File: src/rtl/tdcc_pkg.sv
// Shared types, constants and tables for the tick-driven calendar clock.
// Depends on nothing; every other file in rtl/ refers to it by scoped names.
package tdcc_pkg;

	localparam int TICK_BITS        = 24;
	localparam int TICKS_PER_SECOND = 1024;

	// width of the shared divider and of the accumulator
	localparam int DIV_W  = 32;
	// width of the constant operand of the multiply-accumulate unit
	localparam int MAC_BW = 18;

	localparam int SECS_PER_DAY   = 86400;
	localparam int SECS_PER_HOUR  = 3600;
	localparam int SECS_PER_MIN   = 60;
	localparam int DAYS_PER_ERA   = 146097;
	localparam int EPOCH_SHIFT    = 719468;
	localparam int YEARS_PER_ERA  = 400;
	localparam int DAYS_PER_YEAR  = 365;
	localparam int DAYS_4Y        = 1460;
	localparam int DAYS_100Y      = 36524;
	localparam int DAYS_ERA_M1    = 146096;
	localparam int YEARS_PER_CENT = 100;
	localparam int DAYS_PER_WEEK  = 7;
	localparam int WEEKDAY_SHIFT  = 3;
	localparam int MP_NUM         = 153;
	localparam int MP_DEN         = 5;

	// reciprocals floor(2^DIV_W / d); the estimate they give is low by at most one
	localparam longint RCP_ONE = longint'(1) << DIV_W;

	localparam logic [DIV_W-1:0] RCP_SECS_PER_DAY   = DIV_W'(RCP_ONE / SECS_PER_DAY);
	localparam logic [DIV_W-1:0] RCP_SECS_PER_HOUR  = DIV_W'(RCP_ONE / SECS_PER_HOUR);
	localparam logic [DIV_W-1:0] RCP_SECS_PER_MIN   = DIV_W'(RCP_ONE / SECS_PER_MIN);
	localparam logic [DIV_W-1:0] RCP_DAYS_PER_ERA   = DIV_W'(RCP_ONE / DAYS_PER_ERA);
	localparam logic [DIV_W-1:0] RCP_YEARS_PER_ERA  = DIV_W'(RCP_ONE / YEARS_PER_ERA);
	localparam logic [DIV_W-1:0] RCP_DAYS_PER_YEAR  = DIV_W'(RCP_ONE / DAYS_PER_YEAR);
	localparam logic [DIV_W-1:0] RCP_DAYS_4Y        = DIV_W'(RCP_ONE / DAYS_4Y);
	localparam logic [DIV_W-1:0] RCP_DAYS_100Y      = DIV_W'(RCP_ONE / DAYS_100Y);
	localparam logic [DIV_W-1:0] RCP_DAYS_ERA_M1    = DIV_W'(RCP_ONE / DAYS_ERA_M1);
	localparam logic [DIV_W-1:0] RCP_YEARS_PER_CENT = DIV_W'(RCP_ONE / YEARS_PER_CENT);
	localparam logic [DIV_W-1:0] RCP_DAYS_PER_WEEK  = DIV_W'(RCP_ONE / DAYS_PER_WEEK);
	localparam logic [DIV_W-1:0] RCP_MP_NUM         = DIV_W'(RCP_ONE / MP_NUM);
	localparam logic [DIV_W-1:0] RCP_MP_DEN         = DIV_W'(RCP_ONE / MP_DEN);

	typedef struct packed {
		logic             start;
		logic [DIV_W-1:0] dividend;
		logic [DIV_W-1:0] divisor;
		logic [DIV_W-1:0] recip;
	} div_req_t;

	typedef struct packed {
		logic              en;
		logic              clear;
		logic [DIV_W-1:0]  a;
		logic [MAC_BW-1:0] b;
	} mac_ctl_t;

	typedef enum logic [2:0] {
		DV_IDLE,
		DV_MUL_RCP,
		DV_MUL_DSR,
		DV_SUB,
		DV_FIX
	} div_phase_t;

	typedef enum logic [4:0] {
		ST_IDLE,
		ST_TICK,
		ST_NORM,
		ST_ERA,
		ST_CENT,
		ST_M1,
		ST_M2,
		ST_M3,
		ST_M4,
		ST_M5,
		ST_M6,
		ST_M7,
		ST_LOAD,
		ST_DAYS,
		ST_HOUR,
		ST_MIN,
		ST_WDAY,
		ST_CERA,
		ST_Y1,
		ST_Y2,
		ST_Y3,
		ST_Y4,
		ST_Y5,
		ST_CM1,
		ST_DOY,
		ST_MP,
		ST_DD,
		ST_DONE
	} state_t;

	// day of a March-based year on which the month starts; mm is 0 for January
	function automatic logic [8:0] month_doy(input logic [3:0] mm);
		logic [8:0] r;
		case (mm)
			4'd0:    r = 9'd306;
			4'd1:    r = 9'd337;
			4'd2:    r = 9'd0;
			4'd3:    r = 9'd31;
			4'd4:    r = 9'd61;
			4'd5:    r = 9'd92;
			4'd6:    r = 9'd122;
			4'd7:    r = 9'd153;
			4'd8:    r = 9'd184;
			4'd9:    r = 9'd214;
			4'd10:   r = 9'd245;
			4'd11:   r = 9'd275;
			default: r = 9'd0;
		endcase
		return r;
	endfunction

endpackage

File: src/rtl/tick_driven_calendar_clock.sv
// Tick-driven calendar clock: top level with the sequencer and state registers.
// Depends on tdcc_pkg, tdcc_div and tdcc_mac.
//
// Each request is a sample of a free-running tick counter (op 0) or a set-time
// command (op 1) carrying a Gregorian date and time, read as UTC, plus a counter
// sample. A sample adds the whole seconds elapsed since the stored reference,
// modulo 2^TICK_BITS, to the epoch seconds and the uptime, and moves the
// reference back by the leftover ticks so that no fraction of a second is lost.
// A set-time command loads the reference with the sample and the epoch seconds
// with the date (out-of-range fields carry over as plain arithmetic would;
// the count wraps modulo 2^32). Every request gives exactly one result: year,
// month, day, ISO weekday, hour, minute, second and uptime. The block takes one
// request at a time; in_ready is high only while it is idle, and it takes the
// next request while the last result still waits on the output register.
// A result goes to the output register once the work is done and that register
// is free or being read, and in_ready returns with that load; the work is a chain
// of 13 or 14 divisions by constants on one shared reciprocal-multiplication
// divider (each in the steps launch, multiply by the reciprocal, multiply back,
// subtract, correct, hand over), plus the multiply-accumulate steps of a set-time
// command.
module tick_driven_calendar_clock #(
	parameter int TICK_BITS        = tdcc_pkg::TICK_BITS,
	parameter int TICKS_PER_SECOND = tdcc_pkg::TICKS_PER_SECOND
) (
	input  logic                 clk,
	input  logic                 arst_n,
	input  logic                 in_valid,
	output logic                 in_ready,
	input  logic                 op,
	input  logic [TICK_BITS-1:0] tick_count,
	input  logic [11:0]          set_year,
	input  logic [3:0]           set_month,
	input  logic [4:0]           set_day,
	input  logic [4:0]           set_hour,
	input  logic [5:0]           set_minute,
	input  logic [5:0]           set_second,
	output logic                 out_valid,
	input  logic                 out_ready,
	output logic [11:0]          cal_year,
	output logic [3:0]           cal_month,
	output logic [4:0]           cal_day,
	output logic [2:0]           cal_weekday,
	output logic [4:0]           cal_hour,
	output logic [5:0]           cal_minute,
	output logic [5:0]           cal_second,
	output logic [31:0]          uptime_seconds
);

	localparam int W  = tdcc_pkg::DIV_W;
	localparam int BW = tdcc_pkg::MAC_BW;
	localparam logic [W-1:0] TICK_RCP = W'(tdcc_pkg::RCP_ONE / TICKS_PER_SECOND);

	tdcc_pkg::state_t   state_q, state_d;
	tdcc_pkg::div_req_t div_req;
	tdcc_pkg::mac_ctl_t mac_ctl;

	logic         div_done;
	logic [W-1:0] div_quo;
	logic [W-1:0] div_rem;
	logic [W-1:0] mac_acc;
	logic         launch_q;
	logic         div_state;
	logic         in_acc;
	logic         out_load;

	// persistent clock state
	logic [TICK_BITS-1:0] ref_q;
	logic [31:0]          epoch_q;
	logic [31:0]          uptime_q;

	// latched request
	logic                 op_q;
	logic [TICK_BITS-1:0] tick_q;
	logic [11:0]          set_year_q;
	logic [3:0]           set_month_q;
	logic [4:0]           set_day_q;
	logic [4:0]           set_hour_q;
	logic [5:0]           set_minute_q;
	logic [5:0]           set_second_q;

	// working registers
	logic signed [13:0] ys_q;
	logic [3:0]         mm_q;
	logic [4:0]         era_q;
	logic [8:0]         yoe_q;
	logic [2:0]         cent_q;
	logic [15:0]        days_q;
	logic [16:0]        rsec_q;
	logic [4:0]         wk_hour_q;
	logic [5:0]         wk_min_q;
	logic [5:0]         wk_sec_q;
	logic [2:0]         wd_q;
	logic [17:0]        doe_q;
	logic [6:0]         t1_q;
	logic [2:0]         t2_q;
	logic               t3_q;
	logic [8:0]         doy_q;
	logic [3:0]         mp_q;
	logic [4:0]         dd_q;

	// result register
	logic        out_valid_q;
	logic [11:0] out_year_q;
	logic [3:0]  out_month_q;
	logic [4:0]  out_day_q;
	logic [2:0]  out_wd_q;
	logic [4:0]  out_hour_q;
	logic [5:0]  out_min_q;
	logic [5:0]  out_sec_q;
	logic [31:0] out_up_q;

	// combinational helpers
	logic [TICK_BITS-1:0] delta;
	logic signed [13:0]   ys_d;
	logic signed [13:0]   adj_d;
	logic [3:0]           mm_d;
	logic [13:0]          ys_bias;
	logic [W-1:0]         set_base;
	logic [W-1:0]         doy_full;
	logic [W-1:0]         y4_num;
	logic [3:0]           m_fin;
	logic [11:0]          y_fin;

	tdcc_div u_div (
		.clk    (clk),
		.arst_n (arst_n),
		.req    (div_req),
		.done   (div_done),
		.quo    (div_quo),
		.rem    (div_rem)
	);

	tdcc_mac u_mac (
		.clk (clk),
		.ctl (mac_ctl),
		.acc (mac_acc)
	);

	assign in_ready = (state_q == tdcc_pkg::ST_IDLE);
	assign in_acc   = in_valid && in_ready;
	assign out_load = (state_q == tdcc_pkg::ST_DONE) && (!out_valid_q || out_ready);

	// elapsed ticks wrap with the counter
	assign delta = tick_q - ref_q;

	// normalise month: month 0 is December before, 13..15 run into next year
	always_comb begin
		if (set_month_q == 4'd0) begin
			mm_d  = 4'd11;
			adj_d = -14'sd1;
		end else if (set_month_q > 4'd12) begin
			mm_d  = set_month_q - 4'd13;
			adj_d = 14'sd1;
		end else begin
			mm_d  = set_month_q - 4'd1;
			adj_d = 14'sd0;
		end
		// March-based year: January and February belong to the year before
		ys_d = $signed({2'b00, set_year_q}) + adj_d - ((mm_d < 4'd2) ? 14'sd1 : 14'sd0);
	end

	// bias keeps the era division unsigned; the era is the quotient less one
	assign ys_bias  = ys_q + 14'sd400;
	assign set_base = W'(yoe_q >> 2) - W'(cent_q) + W'(tdcc_pkg::month_doy(mm_q))
		+ W'(set_day_q) - W'(1) - W'(tdcc_pkg::EPOCH_SHIFT);
	assign doy_full = W'(doe_q) - (mac_acc + W'(yoe_q >> 2) - W'(cent_q));
	assign y4_num   = W'(doe_q) - W'(t1_q) + W'(t2_q) - W'(t3_q);
	assign m_fin    = (mp_q < 4'd10) ? mp_q + 4'd3 : mp_q - 4'd9;
	assign y_fin    = 12'(yoe_q) + 12'(era_q[2:0]) * 12'd400
		+ ((m_fin <= 4'd2) ? 12'd1 : 12'd0);

	always_comb begin
		case (state_q)
			tdcc_pkg::ST_TICK, tdcc_pkg::ST_ERA, tdcc_pkg::ST_CENT,
			tdcc_pkg::ST_DAYS, tdcc_pkg::ST_HOUR, tdcc_pkg::ST_MIN,
			tdcc_pkg::ST_WDAY, tdcc_pkg::ST_CERA, tdcc_pkg::ST_Y1,
			tdcc_pkg::ST_Y2, tdcc_pkg::ST_Y3, tdcc_pkg::ST_Y4,
			tdcc_pkg::ST_Y5, tdcc_pkg::ST_MP, tdcc_pkg::ST_DD: div_state = 1'b1;
			default: div_state = 1'b0;
		endcase
	end

	// next state
	always_comb begin
		state_d = state_q;
		case (state_q)
			tdcc_pkg::ST_IDLE: begin
				if (in_valid) state_d = op ? tdcc_pkg::ST_NORM : tdcc_pkg::ST_TICK;
			end
			tdcc_pkg::ST_TICK: if (div_done) state_d = tdcc_pkg::ST_DAYS;
			tdcc_pkg::ST_NORM: state_d = tdcc_pkg::ST_ERA;
			tdcc_pkg::ST_ERA:  if (div_done) state_d = tdcc_pkg::ST_CENT;
			tdcc_pkg::ST_CENT: if (div_done) state_d = tdcc_pkg::ST_M1;
			tdcc_pkg::ST_M1:   state_d = tdcc_pkg::ST_M2;
			tdcc_pkg::ST_M2:   state_d = tdcc_pkg::ST_M3;
			tdcc_pkg::ST_M3:   state_d = tdcc_pkg::ST_M4;
			tdcc_pkg::ST_M4:   state_d = tdcc_pkg::ST_M5;
			tdcc_pkg::ST_M5:   state_d = tdcc_pkg::ST_M6;
			tdcc_pkg::ST_M6:   state_d = tdcc_pkg::ST_M7;
			tdcc_pkg::ST_M7:   state_d = tdcc_pkg::ST_LOAD;
			tdcc_pkg::ST_LOAD: state_d = tdcc_pkg::ST_DAYS;
			tdcc_pkg::ST_DAYS: if (div_done) state_d = tdcc_pkg::ST_HOUR;
			tdcc_pkg::ST_HOUR: if (div_done) state_d = tdcc_pkg::ST_MIN;
			tdcc_pkg::ST_MIN:  if (div_done) state_d = tdcc_pkg::ST_WDAY;
			tdcc_pkg::ST_WDAY: if (div_done) state_d = tdcc_pkg::ST_CERA;
			tdcc_pkg::ST_CERA: if (div_done) state_d = tdcc_pkg::ST_Y1;
			tdcc_pkg::ST_Y1:   if (div_done) state_d = tdcc_pkg::ST_Y2;
			tdcc_pkg::ST_Y2:   if (div_done) state_d = tdcc_pkg::ST_Y3;
			tdcc_pkg::ST_Y3:   if (div_done) state_d = tdcc_pkg::ST_Y4;
			tdcc_pkg::ST_Y4:   if (div_done) state_d = tdcc_pkg::ST_Y5;
			tdcc_pkg::ST_Y5:   if (div_done) state_d = tdcc_pkg::ST_CM1;
			tdcc_pkg::ST_CM1:  state_d = tdcc_pkg::ST_DOY;
			tdcc_pkg::ST_DOY:  state_d = tdcc_pkg::ST_MP;
			tdcc_pkg::ST_MP:   if (div_done) state_d = tdcc_pkg::ST_DD;
			tdcc_pkg::ST_DD:   if (div_done) state_d = tdcc_pkg::ST_DONE;
			tdcc_pkg::ST_DONE: if (out_load) state_d = tdcc_pkg::ST_IDLE;
			default:           state_d = tdcc_pkg::ST_IDLE;
		endcase
	end

	// divider and accumulator commands
	always_comb begin
		div_req          = '0;
		mac_ctl          = '0;
		div_req.start    = div_state && !launch_q;
		case (state_q)
			tdcc_pkg::ST_TICK: begin
				div_req.dividend = W'(delta);
				div_req.divisor  = W'(TICKS_PER_SECOND);
				div_req.recip    = TICK_RCP;
			end
			tdcc_pkg::ST_ERA: begin
				div_req.dividend = W'(ys_bias);
				div_req.divisor  = W'(tdcc_pkg::YEARS_PER_ERA);
				div_req.recip    = tdcc_pkg::RCP_YEARS_PER_ERA;
			end
			tdcc_pkg::ST_CENT, tdcc_pkg::ST_Y5: begin
				div_req.dividend = W'(yoe_q);
				div_req.divisor  = W'(tdcc_pkg::YEARS_PER_CENT);
				div_req.recip    = tdcc_pkg::RCP_YEARS_PER_CENT;
			end
			tdcc_pkg::ST_M1, tdcc_pkg::ST_CM1: begin
				mac_ctl.en    = 1'b1;
				mac_ctl.clear = 1'b1;
				mac_ctl.a     = W'(yoe_q);
				mac_ctl.b     = BW'(tdcc_pkg::DAYS_PER_YEAR);
			end
			tdcc_pkg::ST_M2: begin
				mac_ctl.en = 1'b1;
				mac_ctl.a  = {{(W-5){era_q[4]}}, era_q};
				mac_ctl.b  = BW'(tdcc_pkg::DAYS_PER_ERA);
			end
			tdcc_pkg::ST_M3: begin
				mac_ctl.en = 1'b1;
				mac_ctl.a  = set_base;
				mac_ctl.b  = BW'(1);
			end
			tdcc_pkg::ST_M4: begin
				mac_ctl.en    = 1'b1;
				mac_ctl.clear = 1'b1;
				mac_ctl.a     = mac_acc;
				mac_ctl.b     = BW'(tdcc_pkg::SECS_PER_DAY);
			end
			tdcc_pkg::ST_M5: begin
				mac_ctl.en = 1'b1;
				mac_ctl.a  = W'(set_hour_q);
				mac_ctl.b  = BW'(tdcc_pkg::SECS_PER_HOUR);
			end
			tdcc_pkg::ST_M6: begin
				mac_ctl.en = 1'b1;
				mac_ctl.a  = W'(set_minute_q);
				mac_ctl.b  = BW'(tdcc_pkg::SECS_PER_MIN);
			end
			tdcc_pkg::ST_M7: begin
				mac_ctl.en = 1'b1;
				mac_ctl.a  = W'(set_second_q);
				mac_ctl.b  = BW'(1);
			end
			tdcc_pkg::ST_DAYS: begin
				div_req.dividend = epoch_q;
				div_req.divisor  = W'(tdcc_pkg::SECS_PER_DAY);
				div_req.recip    = tdcc_pkg::RCP_SECS_PER_DAY;
			end
			tdcc_pkg::ST_HOUR: begin
				div_req.dividend = W'(rsec_q);
				div_req.divisor  = W'(tdcc_pkg::SECS_PER_HOUR);
				div_req.recip    = tdcc_pkg::RCP_SECS_PER_HOUR;
			end
			tdcc_pkg::ST_MIN: begin
				div_req.dividend = W'(rsec_q);
				div_req.divisor  = W'(tdcc_pkg::SECS_PER_MIN);
				div_req.recip    = tdcc_pkg::RCP_SECS_PER_MIN;
			end
			tdcc_pkg::ST_WDAY: begin
				div_req.dividend = W'(days_q) + W'(tdcc_pkg::WEEKDAY_SHIFT);
				div_req.divisor  = W'(tdcc_pkg::DAYS_PER_WEEK);
				div_req.recip    = tdcc_pkg::RCP_DAYS_PER_WEEK;
			end
			tdcc_pkg::ST_CERA: begin
				div_req.dividend = W'(days_q) + W'(tdcc_pkg::EPOCH_SHIFT);
				div_req.divisor  = W'(tdcc_pkg::DAYS_PER_ERA);
				div_req.recip    = tdcc_pkg::RCP_DAYS_PER_ERA;
			end
			tdcc_pkg::ST_Y1: begin
				div_req.dividend = W'(doe_q);
				div_req.divisor  = W'(tdcc_pkg::DAYS_4Y);
				div_req.recip    = tdcc_pkg::RCP_DAYS_4Y;
			end
			tdcc_pkg::ST_Y2: begin
				div_req.dividend = W'(doe_q);
				div_req.divisor  = W'(tdcc_pkg::DAYS_100Y);
				div_req.recip    = tdcc_pkg::RCP_DAYS_100Y;
			end
			tdcc_pkg::ST_Y3: begin
				div_req.dividend = W'(doe_q);
				div_req.divisor  = W'(tdcc_pkg::DAYS_ERA_M1);
				div_req.recip    = tdcc_pkg::RCP_DAYS_ERA_M1;
			end
			tdcc_pkg::ST_Y4: begin
				div_req.dividend = y4_num;
				div_req.divisor  = W'(tdcc_pkg::DAYS_PER_YEAR);
				div_req.recip    = tdcc_pkg::RCP_DAYS_PER_YEAR;
			end
			tdcc_pkg::ST_MP: begin
				div_req.dividend = W'({doy_q, 2'b00}) + W'(doy_q) + W'(2);
				div_req.divisor  = W'(tdcc_pkg::MP_NUM);
				div_req.recip    = tdcc_pkg::RCP_MP_NUM;
			end
			tdcc_pkg::ST_DD: begin
				div_req.dividend = W'(mp_q) * W'(tdcc_pkg::MP_NUM) + W'(2);
				div_req.divisor  = W'(tdcc_pkg::MP_DEN);
				div_req.recip    = tdcc_pkg::RCP_MP_DEN;
			end
			default: begin
				div_req.start = 1'b0;
			end
		endcase
	end

	// control and clock state
	always_ff @(posedge clk or negedge arst_n) begin
		if (!arst_n) begin
			state_q     <= tdcc_pkg::ST_IDLE;
			launch_q    <= 1'b0;
			ref_q       <= '0;
			epoch_q     <= '0;
			uptime_q    <= '0;
			out_valid_q <= 1'b0;
		end else begin
			state_q <= state_d;
			if (div_req.start) begin
				launch_q <= 1'b1;
			end else if (div_done) begin
				launch_q <= 1'b0;
			end
			// advance by whole seconds and keep the leftover ticks
			if (state_q == tdcc_pkg::ST_TICK && div_done) begin
				ref_q    <= tick_q - TICK_BITS'(div_rem);
				epoch_q  <= epoch_q + div_quo;
				uptime_q <= uptime_q + div_quo;
			end
			if (state_q == tdcc_pkg::ST_NORM) begin
				ref_q <= tick_q;
			end
			if (state_q == tdcc_pkg::ST_LOAD) begin
				epoch_q <= mac_acc;
			end
			if (out_load) begin
				out_valid_q <= 1'b1;
			end else if (out_ready) begin
				out_valid_q <= 1'b0;
			end
		end
	end

	// working registers
	always_ff @(posedge clk) begin
		if (in_acc) begin
			op_q         <= op;
			tick_q       <= tick_count;
			set_year_q   <= set_year;
			set_month_q  <= set_month;
			set_day_q    <= set_day;
			set_hour_q   <= set_hour;
			set_minute_q <= set_minute;
			set_second_q <= set_second;
		end
		if (state_q == tdcc_pkg::ST_NORM) begin
			ys_q <= ys_d;
			mm_q <= mm_d;
		end
		if (div_done) begin
			case (state_q)
				tdcc_pkg::ST_ERA: begin
					era_q <= 5'(div_quo) - 5'd1;
					yoe_q <= 9'(div_rem);
				end
				tdcc_pkg::ST_CENT, tdcc_pkg::ST_Y5: cent_q <= 3'(div_quo);
				tdcc_pkg::ST_DAYS: begin
					days_q <= 16'(div_quo);
					rsec_q <= 17'(div_rem);
				end
				tdcc_pkg::ST_HOUR: begin
					wk_hour_q <= 5'(div_quo);
					rsec_q    <= 17'(div_rem);
				end
				tdcc_pkg::ST_MIN: begin
					wk_min_q <= 6'(div_quo);
					wk_sec_q <= 6'(div_rem);
				end
				tdcc_pkg::ST_WDAY: wd_q <= 3'(div_rem) + 3'd1;
				tdcc_pkg::ST_CERA: begin
					era_q <= 5'(div_quo);
					doe_q <= 18'(div_rem);
				end
				tdcc_pkg::ST_Y1: t1_q  <= 7'(div_quo);
				tdcc_pkg::ST_Y2: t2_q  <= 3'(div_quo);
				tdcc_pkg::ST_Y3: t3_q  <= div_quo[0];
				tdcc_pkg::ST_Y4: yoe_q <= 9'(div_quo);
				tdcc_pkg::ST_MP: mp_q  <= 4'(div_quo);
				tdcc_pkg::ST_DD: dd_q  <= 5'(W'(doy_q) - div_quo + W'(1));
				default: begin
				end
			endcase
		end
		if (state_q == tdcc_pkg::ST_DOY) begin
			doy_q <= 9'(doy_full);
		end
		// hold the result until taken
		if (out_load) begin
			out_year_q  <= y_fin;
			out_month_q <= m_fin;
			out_day_q   <= dd_q;
			out_wd_q    <= wd_q;
			out_hour_q  <= wk_hour_q;
			out_min_q   <= wk_min_q;
			out_sec_q   <= wk_sec_q;
			out_up_q    <= op_q ? uptime_q : uptime_q;
		end
	end

	assign out_valid      = out_valid_q;
	assign cal_year       = out_year_q;
	assign cal_month      = out_month_q;
	assign cal_day        = out_day_q;
	assign cal_weekday    = out_wd_q;
	assign cal_hour       = out_hour_q;
	assign cal_minute     = out_min_q;
	assign cal_second     = out_sec_q;
	assign uptime_seconds = out_up_q;

endmodule

File: src/rtl/tdcc_div.sv
// Divider by a constant through reciprocal multiplication, shared by every division.
// Depends on tdcc_pkg for the request type, the phase type and the width.
module tdcc_div (
	input  logic                    clk,
	input  logic                    arst_n,
	input  tdcc_pkg::div_req_t      req,
	output logic                    done,
	output logic [tdcc_pkg::DIV_W-1:0] quo,
	output logic [tdcc_pkg::DIV_W-1:0] rem
);

	localparam int W  = tdcc_pkg::DIV_W;
	localparam int PW = 2 * W;

	tdcc_pkg::div_phase_t phase_q, phase_d;

	logic          done_q;
	logic [W-1:0]  x_q;
	logic [W-1:0]  d_q;
	logic [W-1:0]  m_q;
	logic [W-1:0]  q_q;
	logic [W-1:0]  r_q;
	logic [PW-1:0] p_q;
	logic [W-1:0]  mul_a;
	logic [W-1:0]  mul_b;
	logic [PW-1:0] prod;

	// next phase: launch, multiply by reciprocal, multiply back, subtract, correct
	always_comb begin
		phase_d = phase_q;
		case (phase_q)
			tdcc_pkg::DV_IDLE:    if (req.start) phase_d = tdcc_pkg::DV_MUL_RCP;
			tdcc_pkg::DV_MUL_RCP: phase_d = tdcc_pkg::DV_MUL_DSR;
			tdcc_pkg::DV_MUL_DSR: phase_d = tdcc_pkg::DV_SUB;
			tdcc_pkg::DV_SUB:     phase_d = tdcc_pkg::DV_FIX;
			tdcc_pkg::DV_FIX:     phase_d = tdcc_pkg::DV_IDLE;
			default:              phase_d = tdcc_pkg::DV_IDLE;
		endcase
	end

	// multiplier operands
	always_comb begin
		case (phase_q)
			tdcc_pkg::DV_MUL_DSR: begin
				mul_a = p_q[PW-1:W];
				mul_b = d_q;
			end
			default: begin
				mul_a = x_q;
				mul_b = m_q;
			end
		endcase
	end

	assign prod = PW'(mul_a) * PW'(mul_b);

	always_ff @(posedge clk or negedge arst_n) begin
		if (!arst_n) begin
			phase_q <= tdcc_pkg::DV_IDLE;
			done_q  <= 1'b0;
		end else begin
			phase_q <= phase_d;
			done_q  <= (phase_q == tdcc_pkg::DV_FIX);
		end
	end

	// the estimate is the true quotient or one short; one compare and subtract settles it
	always_ff @(posedge clk) begin
		case (phase_q)
			tdcc_pkg::DV_IDLE: begin
				if (req.start) begin
					x_q <= req.dividend;
					d_q <= req.divisor;
					m_q <= req.recip;
				end
			end
			tdcc_pkg::DV_MUL_RCP: p_q <= prod;
			tdcc_pkg::DV_MUL_DSR: begin
				q_q <= p_q[PW-1:W];
				p_q <= prod;
			end
			tdcc_pkg::DV_SUB: r_q <= x_q - p_q[W-1:0];
			tdcc_pkg::DV_FIX: begin
				if (r_q >= d_q) begin
					q_q <= q_q + W'(1);
					r_q <= r_q - d_q;
				end
			end
			default: begin
			end
		endcase
	end

	assign done = done_q;
	assign quo  = q_q;
	assign rem  = r_q;

endmodule

File: src/rtl/tdcc_mac.sv
// Multiply-accumulate register used to build day and second counts.
// Depends on tdcc_pkg for the control type and widths.
module tdcc_mac (
	input  logic                       clk,
	input  tdcc_pkg::mac_ctl_t         ctl,
	output logic [tdcc_pkg::DIV_W-1:0] acc
);

	localparam int W  = tdcc_pkg::DIV_W;
	localparam int BW = tdcc_pkg::MAC_BW;

	logic [W-1:0]    acc_q;
	logic [W+BW-1:0] prod;
	logic [W-1:0]    base;

	assign prod = ctl.a * ctl.b;
	assign base = ctl.clear ? '0 : acc_q;

	always_ff @(posedge clk) begin
		if (ctl.en) begin
			acc_q <= base + prod[W-1:0];
		end
	end

	assign acc = acc_q;

endmodule
File: config.mk
export PLATFORM = sky130hd
export DESIGN_NAME = tick_driven_calendar_clock
export DESIGN_NICKNAME = d
export VERILOG_FILES = /design/src/rtl/tdcc_pkg.sv /design/src/rtl/tick_driven_calendar_clock.sv /design/src/rtl/tdcc_div.sv /design/src/rtl/tdcc_mac.sv
export SDC_FILE = /design/constraint.sdc
export NUM_CORES = 2
export LEC_CHECK = 0
export BUFFER_PORTS_ARGS = -buffer_cell sky130_fd_sc_hd__buf_2
export CAP_MARGIN = 10
export CORE_UTILIZATION = 55
export DETAILED_ROUTE_END_ITERATION = 10
export HOLD_SLACK_MARGIN = 0.02
export PLACE_DENSITY = 0.71
export SLEW_MARGIN = 20
export SYNTH_ARGS = -nofsm -noshare
export SYNTH_HDL_FRONTEND = slang
export SYNTH_SLANG_ARGS = --single-unit
File: constraint.sdc
create_clock -name clk -period 15.2 [get_ports clk]
set_input_delay 0 -clock clk [delete_from_list [all_inputs] [get_ports clk]]
set_output_delay 0 -clock clk [all_outputs]
set_load 0.01 [all_outputs]
==> metrics <==
Unique masters post-synth 98; CORE AREA 145,000 um2; clk slew on worst S/H paths 0.06 ns; DR DRC count 0; CTS tree yes; first-pass GRT wire length 389,000 um; drt wl/cell 23.3 um; clock buffer depth 3; H-tree level count 3; initial DRC count 6,505; Clock Skews 0.0711 ns; Row Count 140; sequential cell area fraction in the yosys report 22.2%; Filler cells 12,500; CTS Sinks 614; router iterations before antenna repair 8; io pins 142; Initial Util 55.4%; commonest non-fill, non-tap cells in the layout inv_1, nand2_1, fa_1; Clock Tree Root clkbuf_16; die area 148,000 um2; Synth Flop Type edfxtp_1; Register Area 17,900 um2; worst min path class primary input to flip-flop; fin. max-slew vios 0; HPWL Detailed 196,000 um; flops & latches, synth 614; largest net degree at the start of global routing 93; number of flops mapped to enable cells by yosys 506; Via density 5.85; Crit-path slowest cell o21ai_0; layout cells sized above 1 5.53%; clock latency on the worst-skew pair 0.69 ns; max cap viols 0; total CTS buffers 69; final cycle utilization of the critical path 73.1%; initial antenna violation count 9; mapped cell area 80,500 um2; total negative slack 0 ns; multi-input logic area 54,900 um2; Avg Cell Area, Syn 9.24 um2; Die H 385 um; area grow syn2layout 8.09%; maximum clock frequency 90.0 MHz; post-route ant nets 0; GRT Util Overall 35.0%; cell mode on critical path fa_1; final setup margin 4.08 ns; run status finished, final reports clean; crit path kind flip-flop to flip-flop; dpl ws 4.32 ns; RSZ-0062 raised after global routing no; crit path DAT 11.48 ns; Final #Nets 10,800; Worst Path Max Fanout 8; PortBufs 141; Worst path max stage delay 0.70 ns; Slew headroom 23.2%; fin crit period 11.12 ns; final hold viol count 0; placed inst area 83,600 um2; yosys warns 0; routability cong. 1.01; Synth Net Count 10,700; via count 63,300; total grt overflow 0; vias in the first global route 65,700; crit path capture type flip-flop; Design Area, Final 87,000 um2; DIE WIDTH 385 um; Synth Instances 8,711; Req. time, crit path 15.57 ns; Final setup viols 0; Least-Margin Pin Slew 1.15 ns; Worst Setup Start Kind flip-flop; Synth async-reset ratio 16.1%; routed wire length 252,000 um; commonest non-fill, non-tap cell in the layout inv_1
==> stage by stage <==
stage	hold WS, ns	cells	utilization [%]
2_1_floorplan	-0.296	8711	-
3_3_place_gp	0.0495	10600	57.5
3_5_place_dp	0.0586	10600	57.5
4_1_cts	0.0210	10800	59.8
5_1_grt	0.0408	10800	59.8
6_report	0.0402	10800	59.8
==> cells in the mapped netlist, types with 9 or more instances <==
cell type	instances	area, um2
inv_1	1768	6640
nand2_1	1295	4860
fa_1	1151	23000
ha_1	742	9280
edfxtp_1	506	15200
nor2_1	469	1760
a21oi_1	359	1800
clkbuf_1	308	1160
o21ai_0	296	1480
xnor2_1	238	2080
and3_1	174	1090
xor2_1	158	1380
a21o_1	129	968
dfrtp_1	99	2480
nand3_1	87	435
nor3_1	71	355
nor2b_1	64	400
nand2b_1	58	363
and2_1	52	325
o21bai_1	43	323
o21a_1	42	315
nand4_1	41	257
a22oi_1	34	255
o21ai_1	32	160
a211oi_1	30	225
a31oi_1	26	163
mux2i_1	26	260
a221oi_1	24	210
a222oi_1	23	230
o22ai_1	23	144
o31ai_1	23	173
or3_1	22	138
o211ai_1	19	143
or2_2	19	119
nor4_1	18	113
buf_1	17	63.8
a21boi_0	15	113
o221ai_1	14	123
a221o_1	13	130
a211o_1	9	78.8
and4_1	9	78.8
dfxtp_1	9	180
or4_1	9	67.6
==> logic make-up (layout without fill, tap and decap cells) <==
kind of cell	after synthesis	in the layout	share of synthesized area (%)
and+or+nand+nor	2430	2430	13.3
buffers and inverters	2114	2297	9.90
muxes	29	29	0.365
adders and majority gates	1893	1893	40.2
DFF	614	614	22.2
AOI/OAI and AO/OA	1234	1234	9.74
other	0	5	0
xor gates and xnor gates	397	397	4.33
==> cell type report <==
class                      instances  area share (%)
sequential                       614            20.5
antenna                            5          0.0144
clock inverter                    48           0.559
clock buffer                      79            2.08
timing repair buffer             392            3.34
inverter                        1778            7.68
multi-input combinational       5983            63.1
tap                             1917            2.76
==> layer usage <==
metal	GRT usage [%]	vias to the layer above	wire length (um)
met2	56.8	3045	117000
met1	45.1	31500	98100
met4	16.4	2	13500
li1	-	28000	-
met3	6.84	692	23300
met5	0	-	8
==> worst max-delay path, delay by kind of cell, from the launching register on <==
kind	cells	cell delay [ns]
buffers and inverters	2	0.19
flip-flops	1	0.51
adder cells (fa/ha/maj)	12	4.99
AND/OR/NAND/NOR	5	1.43
XOR/XNOR	3	0.45
AO/OA/AOI/OAI	15	3.26
==> registers in the layout, summed over array words and instances, names as in the netlist, 29 cells and up, named ones only <==
register / cells
u_div.p_q: 64
u_div.m_q: 29
u_mac.acc: 32
epoch_q: 32
uptime_seconds: 32
u_div.x_q: 32
u_div.rem: 32
u_div.quo: 32
uptime_q: 32
==> final timing paths <==
kind | start | end | slack [ns] | cells past startpoint
setup / recovery | yoe_q[2] | u_mac.acc[30] | 4.08 | 37
hold / removal | tick_count[13] | tick_q[13] | 0.04 | 2
setup reg to reg | yoe_q[2] | u_mac.acc[30] | 4.08 | 37
hold reg to reg | wk_min_q[3] | cal_minute[3] | 0.42 | 0
max in group asynchronous | arst_n | uptime_q[26] | 13.84 | 4
min in group asynchronous | arst_n | ref_q[5] | 0.45 | 4
==> what timing repair did <==
item,CTS,global route
hold buffers,107,0
setup buffers,0,0
hold endpoints to repair,106,0
resized for setup,0,0
Power is left out: the tool's default activity adds up to more than one toggle a clock period on the data nets, which glitch-free logic cannot reach.
